File: config.mk
export PLATFORM = sky130hd
export DESIGN_NAME = edge_function_triangle_raster_unit
export DESIGN_NICKNAME = d
export VERILOG_FILES = /design/src/sv/efr_pkg.sv /design/src/sv/efr_edge_eval.sv /design/src/sv/edge_function_triangle_raster_unit.sv
export SDC_FILE = /design/constraint.sdc
export NUM_CORES = 1
export LEC_CHECK = 0
export BUFFER_PORTS_ARGS = -buffer_cell sky130_fd_sc_hd__buf_4
export CAP_MARGIN = 10
export CORE_ASPECT_RATIO = 1.1
export CORE_MARGIN = 2
export CORE_UTILIZATION = 50
export CTS_BUF_LIST = sky130_fd_sc_hd__clkbuf_4 sky130_fd_sc_hd__clkbuf_8
export DETAILED_ROUTE_END_ITERATION = 8
export PLACE_DENSITY_LB_ADDON = 0.05
export SLEW_MARGIN = 20
export SYNTH_ARGS = -nofsm -noshare
export SYNTH_HDL_FRONTEND = slang
export SYNTH_HIERARCHICAL = 1
export SYNTH_SLANG_ARGS = --single-unit
export TNS_END_PERCENT = 5
File: constraint.sdc
create_clock -name clk_i -period 11 [get_ports clk_i]
set_input_delay 0 -clock clk_i [delete_from_list [all_inputs] [get_ports clk_i]]
set_output_delay 0 -clock clk_i [all_outputs]
set_load 0.005 [all_outputs]
File: src/sv/efr_pkg.sv
package efr_pkg;

  localparam int TileSizeDefault = 8;
  localparam int CoordW = 3;
  localparam int ColorW = 32;

  typedef logic [CoordW-1:0] coord_t;

  // Latched vertex set, shared between the sequencer and the edge unit.
  typedef struct packed {
    coord_t ax;
    coord_t ay;
    coord_t bx;
    coord_t by;
    coord_t cx;
    coord_t cy;
  } vtx_t;

endpackage

File: src/sv/efr_edge_eval.sv
module efr_edge_eval
  import efr_pkg::*;
(
  input  vtx_t   vtx_i,
  input  coord_t px_i,
  input  coord_t py_i,
  output logic   covered_o
);

  localparam int ProdW = 2*CoordW + 2;

  function automatic logic signed [CoordW:0] sdiff(coord_t a, coord_t b);
    return $signed({1'b0, a}) - $signed({1'b0, b});
  endfunction

  // Non-negative cross(u, v) = u.x*v.y - v.x*u.y
  function automatic logic edge_ok(logic signed [CoordW:0] ux, logic signed [CoordW:0] uy,
                                   logic signed [CoordW:0] vx, logic signed [CoordW:0] vy);
    logic signed [2*CoordW+1:0] p0;
    logic signed [2*CoordW+1:0] p1;
    logic [2*CoordW+2:0] d;
    p0 = ProdW'(ux) * ProdW'(vy);
    p1 = ProdW'(vx) * ProdW'(uy);
    d  = {p0[2*CoordW+1], p0} - {p1[2*CoordW+1], p1};
    return !d[2*CoordW+2];
  endfunction

  logic e0, e1, e2;

  assign e0 = edge_ok(sdiff(vtx_i.bx, vtx_i.ax), sdiff(vtx_i.by, vtx_i.ay),
                      sdiff(px_i, vtx_i.ax), sdiff(py_i, vtx_i.ay));
  assign e1 = edge_ok(sdiff(vtx_i.cx, vtx_i.bx), sdiff(vtx_i.cy, vtx_i.by),
                      sdiff(px_i, vtx_i.bx), sdiff(py_i, vtx_i.by));
  assign e2 = edge_ok(sdiff(vtx_i.ax, vtx_i.cx), sdiff(vtx_i.ay, vtx_i.cy),
                      sdiff(px_i, vtx_i.cx), sdiff(py_i, vtx_i.cy));

  assign covered_o = e0 & e1 & e2;

endmodule

File: src/sv/edge_function_triangle_raster_unit.sv
// The first pixel word is registered once a second covered pixel is found, or else in the flush state.
// The shared edge unit tests one bounding-box pixel per cycle, held only while a covered
//   pixel must release the held one into a stalled output.
// in_ready_o is high only while no triangle is being walked; an output stall can hold the walk.
// Reset (rst_ni low, asynchronous): sequencer to idle, pending pixel and output word invalid.
module edge_function_triangle_raster_unit
  import efr_pkg::*;
#(
  parameter int TILE_SIZE = TileSizeDefault
) (
  input  logic              clk_i,
  input  logic              rst_ni,
  input  logic              in_valid_i,
  output logic              in_ready_o,
  input  logic [CoordW-1:0] vertex_a_x_i,
  input  logic [CoordW-1:0] vertex_a_y_i,
  input  logic [CoordW-1:0] vertex_b_x_i,
  input  logic [CoordW-1:0] vertex_b_y_i,
  input  logic [CoordW-1:0] vertex_c_x_i,
  input  logic [CoordW-1:0] vertex_c_y_i,
  input  logic [ColorW-1:0] fill_color_i,
  output logic              out_valid_o,
  input  logic              out_ready_i,
  output logic [CoordW-1:0] pixel_x_o,
  output logic [CoordW-1:0] pixel_y_o,
  output logic [ColorW-1:0] pixel_color_o,
  output logic              last_pixel_o
);

  // Sequencer codes
  localparam logic [1:0] StIdle  = 2'd0;
  localparam logic [1:0] StWalk  = 2'd1;
  localparam logic [1:0] StFlush = 2'd2;

  localparam coord_t MaxCoord = CoordW'(TILE_SIZE - 1);

  // Saturate a coordinate to the tile
  function automatic coord_t clamp(coord_t v);
    return (v > MaxCoord) ? MaxCoord : v;
  endfunction

  function automatic coord_t min3(coord_t a, coord_t b, coord_t c);
    coord_t m;
    m = (a < b) ? a : b;
    return (m < c) ? m : c;
  endfunction

  function automatic coord_t max3(coord_t a, coord_t b, coord_t c);
    coord_t m;
    m = (a > b) ? a : b;
    return (m > c) ? m : c;
  endfunction

  logic [1:0]        state_q, state_d;
  vtx_t              vtx_q, vtx_d, vtx_in;
  logic [ColorW-1:0] color_q, color_d;
  coord_t            min_x_q, min_x_d, min_y_q, min_y_d;
  coord_t            max_x_q, max_x_d, max_y_q, max_y_d;
  coord_t            col_q, col_d, row_q, row_d;
  logic              pend_vld_q, pend_vld_d;
  coord_t            pend_x_q, pend_x_d, pend_y_q, pend_y_d;
  logic              out_vld_q, out_vld_d;
  coord_t            out_x_q, out_x_d, out_y_q, out_y_d;
  logic [ColorW-1:0] out_color_q, out_color_d;
  logic              out_last_q, out_last_d;

  logic covered;
  logic out_free;
  logic in_acc;

  // Shared edge unit: edge functions of all triangle edges at the current walk pixel
  efr_edge_eval u_edge (
    .vtx_i     (vtx_q),
    .px_i      (col_q),
    .py_i      (row_q),
    .covered_o (covered)
  );

  assign in_ready_o = (state_q == StIdle);
  assign in_acc     = in_valid_i & in_ready_o;
  assign out_free   = !out_vld_q || out_ready_i;

  always_comb begin
    vtx_in.ax = clamp(vertex_a_x_i);
    vtx_in.ay = clamp(vertex_a_y_i);
    vtx_in.bx = clamp(vertex_b_x_i);
    vtx_in.by = clamp(vertex_b_y_i);
    vtx_in.cx = clamp(vertex_c_x_i);
    vtx_in.cy = clamp(vertex_c_y_i);
  end

  always_comb begin
    state_d     = state_q;
    vtx_d       = vtx_q;
    color_d     = color_q;
    min_x_d     = min_x_q;
    min_y_d     = min_y_q;
    max_x_d     = max_x_q;
    max_y_d     = max_y_q;
    col_d       = col_q;
    row_d       = row_q;
    pend_vld_d  = pend_vld_q;
    pend_x_d    = pend_x_q;
    pend_y_d    = pend_y_q;
    out_x_d     = out_x_q;
    out_y_d     = out_y_q;
    out_color_d = out_color_q;
    out_last_d  = out_last_q;
    // drop the output word once taken
    out_vld_d   = out_vld_q && !out_ready_i;

    unique case (state_q)
      StIdle: begin
        if (in_acc) begin
          vtx_d      = vtx_in;
          color_d    = fill_color_i;
          min_x_d    = min3(vtx_in.ax, vtx_in.bx, vtx_in.cx);
          min_y_d    = min3(vtx_in.ay, vtx_in.by, vtx_in.cy);
          max_x_d    = max3(vtx_in.ax, vtx_in.bx, vtx_in.cx);
          max_y_d    = max3(vtx_in.ay, vtx_in.by, vtx_in.cy);
          col_d      = min3(vtx_in.ax, vtx_in.bx, vtx_in.cx);
          row_d      = min3(vtx_in.ay, vtx_in.by, vtx_in.cy);
          pend_vld_d = 1'b0;
          state_d    = StWalk;
        end
      end
      StWalk: begin
        // A covered pixel releases the held one; hold the walk if that release meets a full output
        if (!(covered && pend_vld_q && !out_free)) begin
          if (covered) begin
            if (pend_vld_q) begin
              out_vld_d   = 1'b1;
              out_x_d     = pend_x_q;
              out_y_d     = pend_y_q;
              out_color_d = color_q;
              out_last_d  = 1'b0;
            end
            pend_vld_d = 1'b1;
            pend_x_d   = col_q;
            pend_y_d   = row_q;
          end
          // advance: rows inner, columns outer
          if (row_q == max_y_q) begin
            row_d = min_y_q;
            if (col_q == max_x_q) begin
              state_d = StFlush;
            end else begin
              col_d = col_q + coord_t'(1);
            end
          end else begin
            row_d = row_q + coord_t'(1);
          end
        end
      end
      StFlush: begin
        if (!pend_vld_q) begin
          state_d = StIdle;
        end else if (out_free) begin
          out_vld_d   = 1'b1;
          out_x_d     = pend_x_q;
          out_y_d     = pend_y_q;
          out_color_d = color_q;
          out_last_d  = 1'b1;
          pend_vld_d  = 1'b0;
          state_d     = StIdle;
        end
      end
      default: begin
        state_d = StIdle;
      end
    endcase
  end

  always_ff @(posedge clk_i or negedge rst_ni) begin
    if (!rst_ni) begin
      state_q    <= StIdle;
      pend_vld_q <= 1'b0;
      out_vld_q  <= 1'b0;
    end else begin
      state_q    <= state_d;
      pend_vld_q <= pend_vld_d;
      out_vld_q  <= out_vld_d;
    end
  end

  always_ff @(posedge clk_i) begin
    vtx_q       <= vtx_d;
    color_q     <= color_d;
    min_x_q     <= min_x_d;
    min_y_q     <= min_y_d;
    max_x_q     <= max_x_d;
    max_y_q     <= max_y_d;
    col_q       <= col_d;
    row_q       <= row_d;
    pend_x_q    <= pend_x_d;
    pend_y_q    <= pend_y_d;
    out_x_q     <= out_x_d;
    out_y_q     <= out_y_d;
    out_color_q <= out_color_d;
    out_last_q  <= out_last_d;
  end

  assign out_valid_o   = out_vld_q;
  assign pixel_x_o     = out_x_q;
  assign pixel_y_o     = out_y_q;
  assign pixel_color_o = out_color_q;
  assign last_pixel_o  = out_last_q;

endmodule

# After elaboration in Yosys (flattened, before gate mapping)

Index checks and enable logic that the tools add are counted.

Flip-flop bits (word level): 114
Logic and storage cells: 163
Output and inout bits: 41
Input bits: 54

Bitwise operators: 4
Add/sub/neg operators: 17
Multiply operators: 6
Multiplexer cells: 66
Order comparisons: 14
Reduce and logical (&&, ||, !) cells: 21
Equal/unequal tests: 14

Operator list:

| kind                                                          | count |
|---|---|
| 32-bit 2-to-1 mux                                             | 5 |
| 3-bit 2-to-1 mux                                              | 31 |
| 32-bit one-hot mux with 2 select lines                        | 1 |
| 4-bit by 4-bit multiplier with 8-bit output                   | 6 |
| 3-bit by 3-bit subtractor with 4-bit output                   | 12 |
| 8-bit by 8-bit subtractor with 9-bit output                   | 3 |
| 3-bit one-hot mux with 2 select lines                         | 4 |
| 3-bit greater-than comparator, second input constant          | 6 |
| 2-bit inequality test, second input constant                  | 8 |
| 1-bit 2-to-1 mux                                              | 15 |
| 3-bit greater-than comparator                                 | 4 |
| 3-bit < comparator                                            | 4 |
| 2-bit 2-to-1 mux                                              | 6 |
| 5-bit AND reduction                                           | 2 |
| 3-bit by 1-bit adder with 3-bit output, second input constant | 2 |
| 3-bit == test                                                 | 2 |
| 1-bit logical NOT                                             | 6 |
| 2-bit one-hot mux with 3 select lines                         | 1 |
| 3-bit AND reduction                                           | 2 |
| 6-bit AND reduction                                           | 1 |
| 1-bit one-hot mux with 2 select lines                         | 2 |
| 4-bit AND reduction                                           | 1 |
| 2-bit nonzero test                                            | 2 |
| 1-bit AND                                                     | 3 |
| 11 further kinds                                              | 13 |

# Logic depth before layout (Yosys ltp)

Gate-level depths: netlist of run 1.

Depth in word-level cells: 10
Mapped depth: 26
Mapped depth without buffers: 26

# Hierarchy

The synthesis of run 1 kept the hierarchy.

By module, submodules not included:

| module                             | times used | area each (um2) | cells each |
|---|---|---|---|
| efr_edge_eval                      | 1          | 4949.7          | 529 |
| edge_function_triangle_raster_unit | 1          | 4610.7          | 281 |

# Least setup slack after synthesis of run 1

OpenSTA, ideal clock, no wires.

Path type: reg-to-reg
Start point: reg vtx_q[4] (netlist name)
End point: reg out_last_q, in the netlist last_pixel_o, enable pin
Setup slack: 2.351 ns
Data arrival time: 8.157 ns
Stages on the path, launching flop included: 25
Data required time: 10.508 ns
Period minus slack after synthesis: 8.649 ns
Buffers on the path: 0
Path through: edfxtp_1 -> inv_1 -> ha_1 -> a21o_1 -> a21oi_1 -> nand2b_1 -> fa_1 -> inv_1 -> fa_1 -> inv_1 -> ha_1 -> inv_1 -> fa_1 -> inv_1 -> fa_1 -> inv_1 -> ha_1 -> and4bb_2 -> a221oi_2 -> o21ai_2 -> xnor2_1 -> nor3_2 -> nand2_1 -> a21boi_0 -> nor3b_1

Cells in the longest elaborated chain, start to end: 10
Elaborated cells between the ends (all ways): 17
Those cells by class: add/sub (5); mul (3); eq/ne (2); bitwise (2); reduce/logical (5)

RTL lines:

| element                                     | RTL line                                  | RTL |
|---|---|---|
| from (decl)                                 | edge_function_triangle_raster_unit.sv:55  | `vtx_t vtx_q, vtx_d, vtx_in;` |
| from (signal assigned)                      | edge_function_triangle_raster_unit.sv:187 | `vtx_q <= vtx_d;` |
| 3-bit by 3-bit subtractor with 4-bit output | efr_edge_eval.sv:13                       | `return $signed({1'b0, a}) - $signed({1'b0, b});` |
| 4-bit by 4-bit multiplier with 8-bit output | efr_edge_eval.sv:22                       | `p0 = ProdW'(ux) * ProdW'(vy);` |
| 8-bit by 8-bit subtractor with 9-bit output | efr_edge_eval.sv:24                       | `d = {p0[2*CoordW+1], p0} - {p1[2*CoordW+1], p1};` |
| 1-bit logical NOT                           | efr_edge_eval.sv:25                       | `return !d[2*CoordW+2];` |
| 1-bit AND                                   | efr_edge_eval.sv:37                       | `assign covered_o = e0 & e1 & e2;` |
| 1-bit AND (*)                               | efr_edge_eval.sv:37                       |  |
| net covered                                 | edge_function_triangle_raster_unit.sv:67  | `logic covered;` |
| 1-bit logical AND (2 in a row)              | edge_function_triangle_raster_unit.sv:129 | `if (!(covered && pend_vld_q && !out_free)) begin` |
| 2-bit inequality test (no source line)      | --                                        |  |
| 6-bit AND reduction (no source line) (*)    | --                                        |  |
| to (signal assigned)                        | edge_function_triangle_raster_unit.sv:200 | `out_last_q <= out_last_d;` |
| to (decl)                                   | edge_function_triangle_raster_unit.sv:65  | `logic out_last_q, out_last_d;` |

Mark *: on every way through the listed nets, which the timed path passes. The rest lies on a longest branch.
A chain may end at the register's enable or synchronous reset.

# Final worst setup path of run 1

Start point: reg row_q[0]
End point: reg out_color_q[6], in the netlist pixel_color_o[6], enable pin

Cells in the longest elaborated chain, start to end: 10
Elaborated cells between the ends (all ways): 19
Those cells by class: add/sub (6); mul (3); eq/ne (2); bitwise (2); reduce/logical (6)

RTL lines:

| element                                     | RTL line                                  | RTL |
|---|---|---|
| from (decl)                                 | edge_function_triangle_raster_unit.sv:59  | `coord_t col_q, col_d, row_q, row_d;` |
| from (signal assigned)                      | edge_function_triangle_raster_unit.sv:194 | `row_q <= row_d;` |
| 3-bit by 3-bit subtractor with 4-bit output | efr_edge_eval.sv:13                       |  |
| 4-bit by 4-bit multiplier with 8-bit output | efr_edge_eval.sv:22                       |  |
| 8-bit by 8-bit subtractor with 9-bit output | efr_edge_eval.sv:24                       |  |
| 1-bit logical NOT                           | efr_edge_eval.sv:25                       |  |
| 1-bit AND                                   | efr_edge_eval.sv:37                       |  |
| 1-bit AND (*)                               | efr_edge_eval.sv:37                       |  |
| net covered                                 | edge_function_triangle_raster_unit.sv:67  |  |
| 1-bit logical AND (2 in a row)              | edge_function_triangle_raster_unit.sv:129 |  |
| 2-bit inequality test (no source line)      | --                                        |  |
| 6-bit AND reduction (no source line) (*)    | --                                        |  |
| to (signal assigned)                        | edge_function_triangle_raster_unit.sv:199 | `out_color_q <= out_color_d;` |
| to (decl)                                   | edge_function_triangle_raster_unit.sv:64  | `logic [ColorW-1:0] out_color_q, out_color_d;` |

Marks and branches as above.

==> flow_summary.yaml, run 1 <==
hold_path:
  hp-class: "in -> reg"
timing:
  fin_hold_ws_ps: 152
  final_hold_viol_count: 0
  timing.setup.tns_ps: 0
  fin_skew_ps: 16.4
  period_share_pct: 62.5
  slew-limit-headroom_pct: 52.4
  period_needed_ps: 6880
  rsz0062_at_grt: "false"
  tightest_slew_ps: 709
  finalSetupViolCount: 0
  max_freq_mhz: 145
  drv_slew: 0
cells_and_area:
  n_fill_cell: 1532
  fin_nets: 1231
  diodes: 0
  regArea_mm2: 0.00340
  multi_input_area_mm2: 0.00544
  drive_above_1_share_pct: 17.1
  area_delta_synth_final_pct: 19.6
  layout_commonest_cell: "inv_1"
  final_cell_mix: "inv_1 (168), ha_1 (120), edfxtp_1 (110)"
routing:
  ant_nets: 0
  wl_um: 19200
  routedWlPerCell_um: 15.8
  dr_total_vias: 6001
  drc: 0
  drtIter0Drc: 272
  vias_per_cell: 4.93
  dr.pass1.iters: 4
critical_path:
  cp-end-kind: "register"
  cp.depth: 26
  crit_end: "pixel_color_o[6]"
  crit_start: "row_q[0]"
  critPathRequiredTime_ps: 11100
  critPathLaunchType: "register"
  critPathMaxStageDelay_ps: 540
  r2r_end: "pixel_color_o[6]"
  crit_path_max_fanout: 23
  critPathMostFrequentCell: "inv_1"
  crit_arrival_ps: 6970
  cp_slowest_cell: "fa_1"
  timing.rr.start: "row_q[0]"
  reg2reg_slack_ps: 4120
  path_buf_inv: 8
  crit_type: "reg -> reg"
  reg2reg_depth: 26
  critPathTopFamily: "adder cells"
synth:
  synth-seq-area-share_pct: 35.6
  async_reset_ff_share_pct: 3.51
  synthTopCellsByArea: "edfxtp_1 (35%), fa_1 (21%), ha_1 (16%), inv_1 (6.6%), xnor2_1 (2.7%)"
  netlist_area_mm2: 0.00956
  syn_inst: 810
  yosysTopAreaCell: "edfxtp_1"
  synth_ff_type: "edfxtp_1"
  yosysTopAreaCellShare_pct: 34.6
  ys_types: 52
  ys_seq_elements: 114
  synth-edff-count: 110
  syn_avg_cell_area_um2: 11.8
  yosysWarnings: 6
  synth_nets: 1083
grt:
  grt_pass1_vias: 6575
  grt_usage_pct: 20.4
  antenna_found_initial: 0
  grt_start_max_net_pins: 33
  grt_pass1_wl_um: 31900
  grt-ovfl-total: 0
clock_network:
  cts_setup_buffers: 0
  htree_levels: 4
  cts_resized: 0
  cts_sinks: 114
  insertion_delay_ps: 430
  numCtsBuffers: 17
  cts_root_buf: "clkbuf_8"
  cts_hold_buf: 53
  cts_tree: "built"
  cts.clk_slew.worst_paths_ps: 70
  cts_buffer_depth: 2
die:
  ios: 95
  coreArea_mm2: 0.0189
  dieArea_mm2: 0.0202
  die_h_um: 149
  row_count: 53
  start_util_pct: 50.6
  dieWidth_um: 136
outcome:
  outcome: "complete, no violations"
placed_design:
  gp_congestion: 0.827
  place.port_buffers: 94
  hpwlAfterDp_um: 15900
flow_run:
  cap_violations: 0
[metrics by stage]
step / util [%] / worst slack (ps) / instance area [µm²] / instances
global placement: 55.6 / 4230 / 10500 / 1133
finish: 60.5 / 4120 / 11400 / 1218
floorplan: - / 2350 / 9560 / 810
CTS: 60.5 / 4080 / 11400 / 1218
detailed placement: 55.6 / 4090 / 10500 / 1133
global route: 60.5 / 3740 / 11400 / 1218
[area by class of cell]
cell class / instances / share of cell area, %
multi-input combinational: 507 / 47.6
tap: 247 / 2.70
timing repair buffer: 150 / 11.0
clock inverter: 14 / 1.34
sequential: 114 / 29.8
inverter: 168 / 5.52
clock buffer: 18 / 2.11
[cells in the mapped netlist, types with 12 or more instances]
library cell	count
fa_1	99
or2_2	14
nand2b_1	15
nand2_1	24
xnor2_1	29
ha_1	120
nor2b_1	12
edfxtp_1	110
a21o_1	27
clkbuf_1	19
inv_1	168
xor2_1	15
a21oi_1	16
and2_1	19
nor2_1	45
[logic make-up after synthesis]
family	Yosys count	synth area share (%)
multiplexers	19	2.21
AND/OR/NAND/NOR	146	8.34
AO/OA/AOI/OAI	79	5.78
buffers and inverters	189	7.60
flip-flops	114	35.6
XOR/XNOR	44	4.03
adder cells (fa/ha/maj)	219	36.4
[routing by layer]
layer | global-route usage (%) | wire length [µm] | part of all wire (%) | up-vias
li1 | - | - | - | 2940
met1 | 26.9 | 8720 | 45 | 2940
met2 | 35.3 | 9550 | 50 | 106
met3 | 3.60 | 721 | 3.7 | 15
met4 | 4.95 | 245 | 1.3 | 0
met5 | 0 | 0 | 0 | -
[sequential cells by signal, indices dropped and copies added, names as in the netlist]
register       count
col_q              3
color_q           32
last_pixel_o       1
max_x_q            3
max_y_q            3
min_y_q            3
out_valid_o        1
pend_vld_q         1
pend_x_q           3
pend_y_q           3
pixel_color_o     32
pixel_x_o          3
pixel_y_o          3
row_q              3
state_q            2
vtx_q             18
[tightest hold or removal path: cells and delay by family]
kind            cells  cell delay (ps)
simple gates        1              120
compound gates      2              310
buf+inv             1              110
[worst min-delay path by stage]
| stage | slack (ps) | cells after the start | end | startpoint |
|---|---|---|---|---|
| detailed placement | -200 | 1 | pend_vld_q | rst_ni |
| global route | 150 | 4 | pend_vld_q | in_valid_i |
| global placement | -200 | 1 | pend_vld_q | rst_ni |
| CTS | 120 | 4 | pend_vld_q | in_valid_i |
| floorplan | -300 | 0 | out_valid_o | rst_ni |
| finish | 150 | 4 | pend_vld_q | in_valid_i |
Power of run 1 is left out: the tool's default activity adds up to more than one toggle a clock period on the data nets, which glitch-free logic cannot reach.
==> run 2: changes to the inputs <==
--- a/config.mk
+++ b/config.mk
@@ -5,6 +5,7 @@
 export SDC_FILE = /design/constraint.sdc
 export NUM_CORES = 1
 export LEC_CHECK = 0
+export ABC_AREA = 1
 export BUFFER_PORTS_ARGS = -buffer_cell sky130_fd_sc_hd__buf_4
 export CAP_MARGIN = 10
 export CORE_ASPECT_RATIO = 1.1
==> constraint.sdc (replaced) <==
create_clock -name clk_i -period 5.7 [get_ports clk_i]
set_input_delay 0 -clock clk_i [delete_from_list [all_inputs] [get_ports clk_i]]
set_output_delay 0 -clock clk_i [all_outputs]
set_load 0.005 [all_outputs]
==> run 2 against run 1 <==
The run now ends with negative setup slack left. Clock skew is 2.7 ps lower. Critical path type unchanged. Sequential share of layout area decreased by 3.2 points. Global-route usage is 0.82 points higher. Highest routed layer unchanged. Cell area up 12%.
==> flow_summary.yaml, run 2 <==
synth:
  synth_nets: 1242
  synth-seq-area-share_pct: 34.7
  syn_avg_cell_area_um2: 10.1
  synth-edff-count: 110
  syn_inst: 969
  synth_common_cells: "inv_1 (226), nand2_1 (134), ha_1 (120)"
  synthTopCellsByArea: "edfxtp_1 (34%), fa_1 (20%), ha_1 (15%), inv_1 (8.7%), nand2_1 (5.1%)"
  yosysWarnings: 6
  yosysTopAreaCell: "edfxtp_1"
  synth_ff_type: "edfxtp_1"
  yosysMostFrequentCell: "inv_1"
  yosysTopAreaCellShare_pct: 33.7
  async_reset_ff_share_pct: 3.51
  ys_seq_elements: 114
  ys_types: 37
  netlist_area_mm2: 0.00980
routing:
  drtIter0Drc: 255
  dr.pass1.iters: 5
  vias_per_cell: 4.70
  drc: 0
  wl_um: 20000
  dr_total_vias: 7033
  ant_nets: 0
  routedWlPerCell_um: 13.4
clock_network:
  htree_levels: 4
  cts_buffer_depth: 2
  cts.clk_slew.worst_paths_ps: 80
  cts_tree: "built"
  numCtsBuffers: 17
  insertion_delay_ps: 440
  cts_sinks: 114
  cts_root_buf: "clkbuf_8"
die:
  dieWidth_um: 138
  ios: 95
  die_h_um: 151
  dieArea_mm2: 0.0207
  row_count: 53
  start_util_pct: 51.2
  coreArea_mm2: 0.0192
timing:
  slew-limit-headroom_pct: 57.5
  drv_slew: 0
  worst_slack_ps: -400
  max_freq_mhz: 164
  period_share_pct: 107
  fin_skew_ps: 13.7
  tightest_slew_ps: 636
  rsz0062_at_grt: "true"
  period_needed_ps: 6100
  final_hold_viol_count: 0
  finalSetupViolCount: 48
placed_design:
  gp_congestion: 0.877
  place.port_buffers: 94
  pre_cts_ws_ps: -594
  hpwlAfterDp_um: 16100
outcome:
  outcome: "finished, violations left"
  violations: "negative setup slack"
grt:
  use_met2_pct: 35.8
  met3_usage_pct: 3.71
  antenna_found_initial: 0
  grt_pass1_vias: 7293
  grt-ovfl-total: 0
  grt_pass1_wl_um: 34000
  grt_start_max_net_pins: 32
  globalRouteMet1Util_pct: 28.8
  grt_usage_pct: 21.2
  top_usage_layer: "met2"
critical_path:
  reg2reg_slack_ps: -400
  crit_arrival_ps: 6250
  timing.rr.start: "row_q[0]"
  r2r_end: "pixel_color_o[7]"
  cp_slowest_cell: "fa_1"
  critPathMostFrequentCell: "fa_1"
  critPathRequiredTime_ps: 5850
  cp-end-kind: "register"
  crit_type: "reg -> reg"
  crit_path_max_fanout: 10
  critPathLaunchType: "register"
  reg2reg_depth: 28
  critPathMaxStageDelay_ps: 550
cells_and_area:
  final_core_utilization_pct: 66.8
  diodes: 0
  drive_above_1_share_pct: 27.9
  regArea_mm2: 0.00340
  final_cell_mix: "inv_1 (213), buf_4 (210), nand2_1 (127)"
  layout_commonest_cell: "inv_1"
  n_fill_cell: 1523
  area_delta_synth_final_pct: 30.5
  fin_nets: 1511
  multi_input_area_mm2: 0.00561
hold_path:
  hold_depth: 5
  min_to: "state_q[1]"
  hp-class: "in -> reg"
  hold_start: "in_valid_i"
flow_run:
  cap_violations: 0
## run 2: changes by cell type after synthesis, sizes merged, moves of 10 or more
| cell | change |
|---|---|
| nand2 | +119 |
| inv | +78 |
| nor2 | +33 |
| nand3 | +25 |
| nand2b | -15 |
| and2 | -14 |
| a21oi | +12 |
| nor2b | -12 |
| mux2 | -11 |
| a21o | -10 |
| xor2 | -10 |
## run 2: routing by layer
| metal | vias to the layer above | part of all wire [%] |
|---|---|---|
| met5 | - | 0 |
| met4 | 0 | 0.83 |
| met3 | 13 | 3.4 |
| met2 | 110 | 50 |
| met1 | 3343 | 46 |
| li1 | 3567 | - |
## run 2: logic make-up after synthesis
group,Yosys count,synth area share (%)
buffers and inverters,265,10.2
AOI/OAI and AO/OA,77,5.41
xor gates and xnor gates,29,2.59
adders and majority gates,219,35.5
DFF,114,34.7
and+or+nand+nor,265,11.5
## run 2: final cells by class
cell class | instances | share of cell area [%]
multi-input cells | 590 | 43.9
flip-flops and latches | 114 | 26.6
repair buffers | 269 | 17.2
inverters | 246 | 7.22
well taps | 247 | 2.42
clock buffers | 18 | 1.89
clock inverters | 13 | 0.812
## run 2: per-stage QoR
stage               area, µm²  cells  hold WS (ps)  TNS, ps
global route            12800   1497          50.1   -33790
CTS                     12700   1495          30.0   -14740
detailed placement      11700   1399          -196   -26940
finish                  12800   1497          69.3   -16300
global placement        11700   1399          -195   -23530
floorplan                9910    969          -296   -29300
## run 2: critical path, delay by kind of cell, from the launching register on
family | cells | cell delay (ps)
buf+inv | 8 | 730
compound gates | 4 | 510
flops | 1 | 400
xor+xnor | 1 | 180
fa+ha+maj | 8 | 3200
simple gates | 7 | 760
## run 2: worst max path at each step
stage | cells after the start | startpoint | slack, ps | to
6_report | 28 | row_q[0] | -400 | pixel_color_o[7]
5_1_grt | 32 | vtx_q[11] | -720 | pixel_color_o[27]
4_1_cts | 28 | row_q[0] | -340 | pixel_color_o[27]
3_5_place_dp | 28 | row_q[0] | -590 | pixel_color_o[23]
3_3_place_gp | 28 | row_q[0] | -530 | pixel_color_o[9]
2_1_floorplan | 25 | row_q[0] | -750 | last_pixel_o
## run 2: repair_timing
action / CTS / global route
pin swaps: 20 / 5
hold endpoints to repair: 64 / 0
gates cloned: 1 / 0
hold buffers: 53 / 0
setup endpoints to repair: 54 / 55
setup buffers: 12 / 2
resized for setup: 20 / 10
Power of run 2 is left out for the same reason.
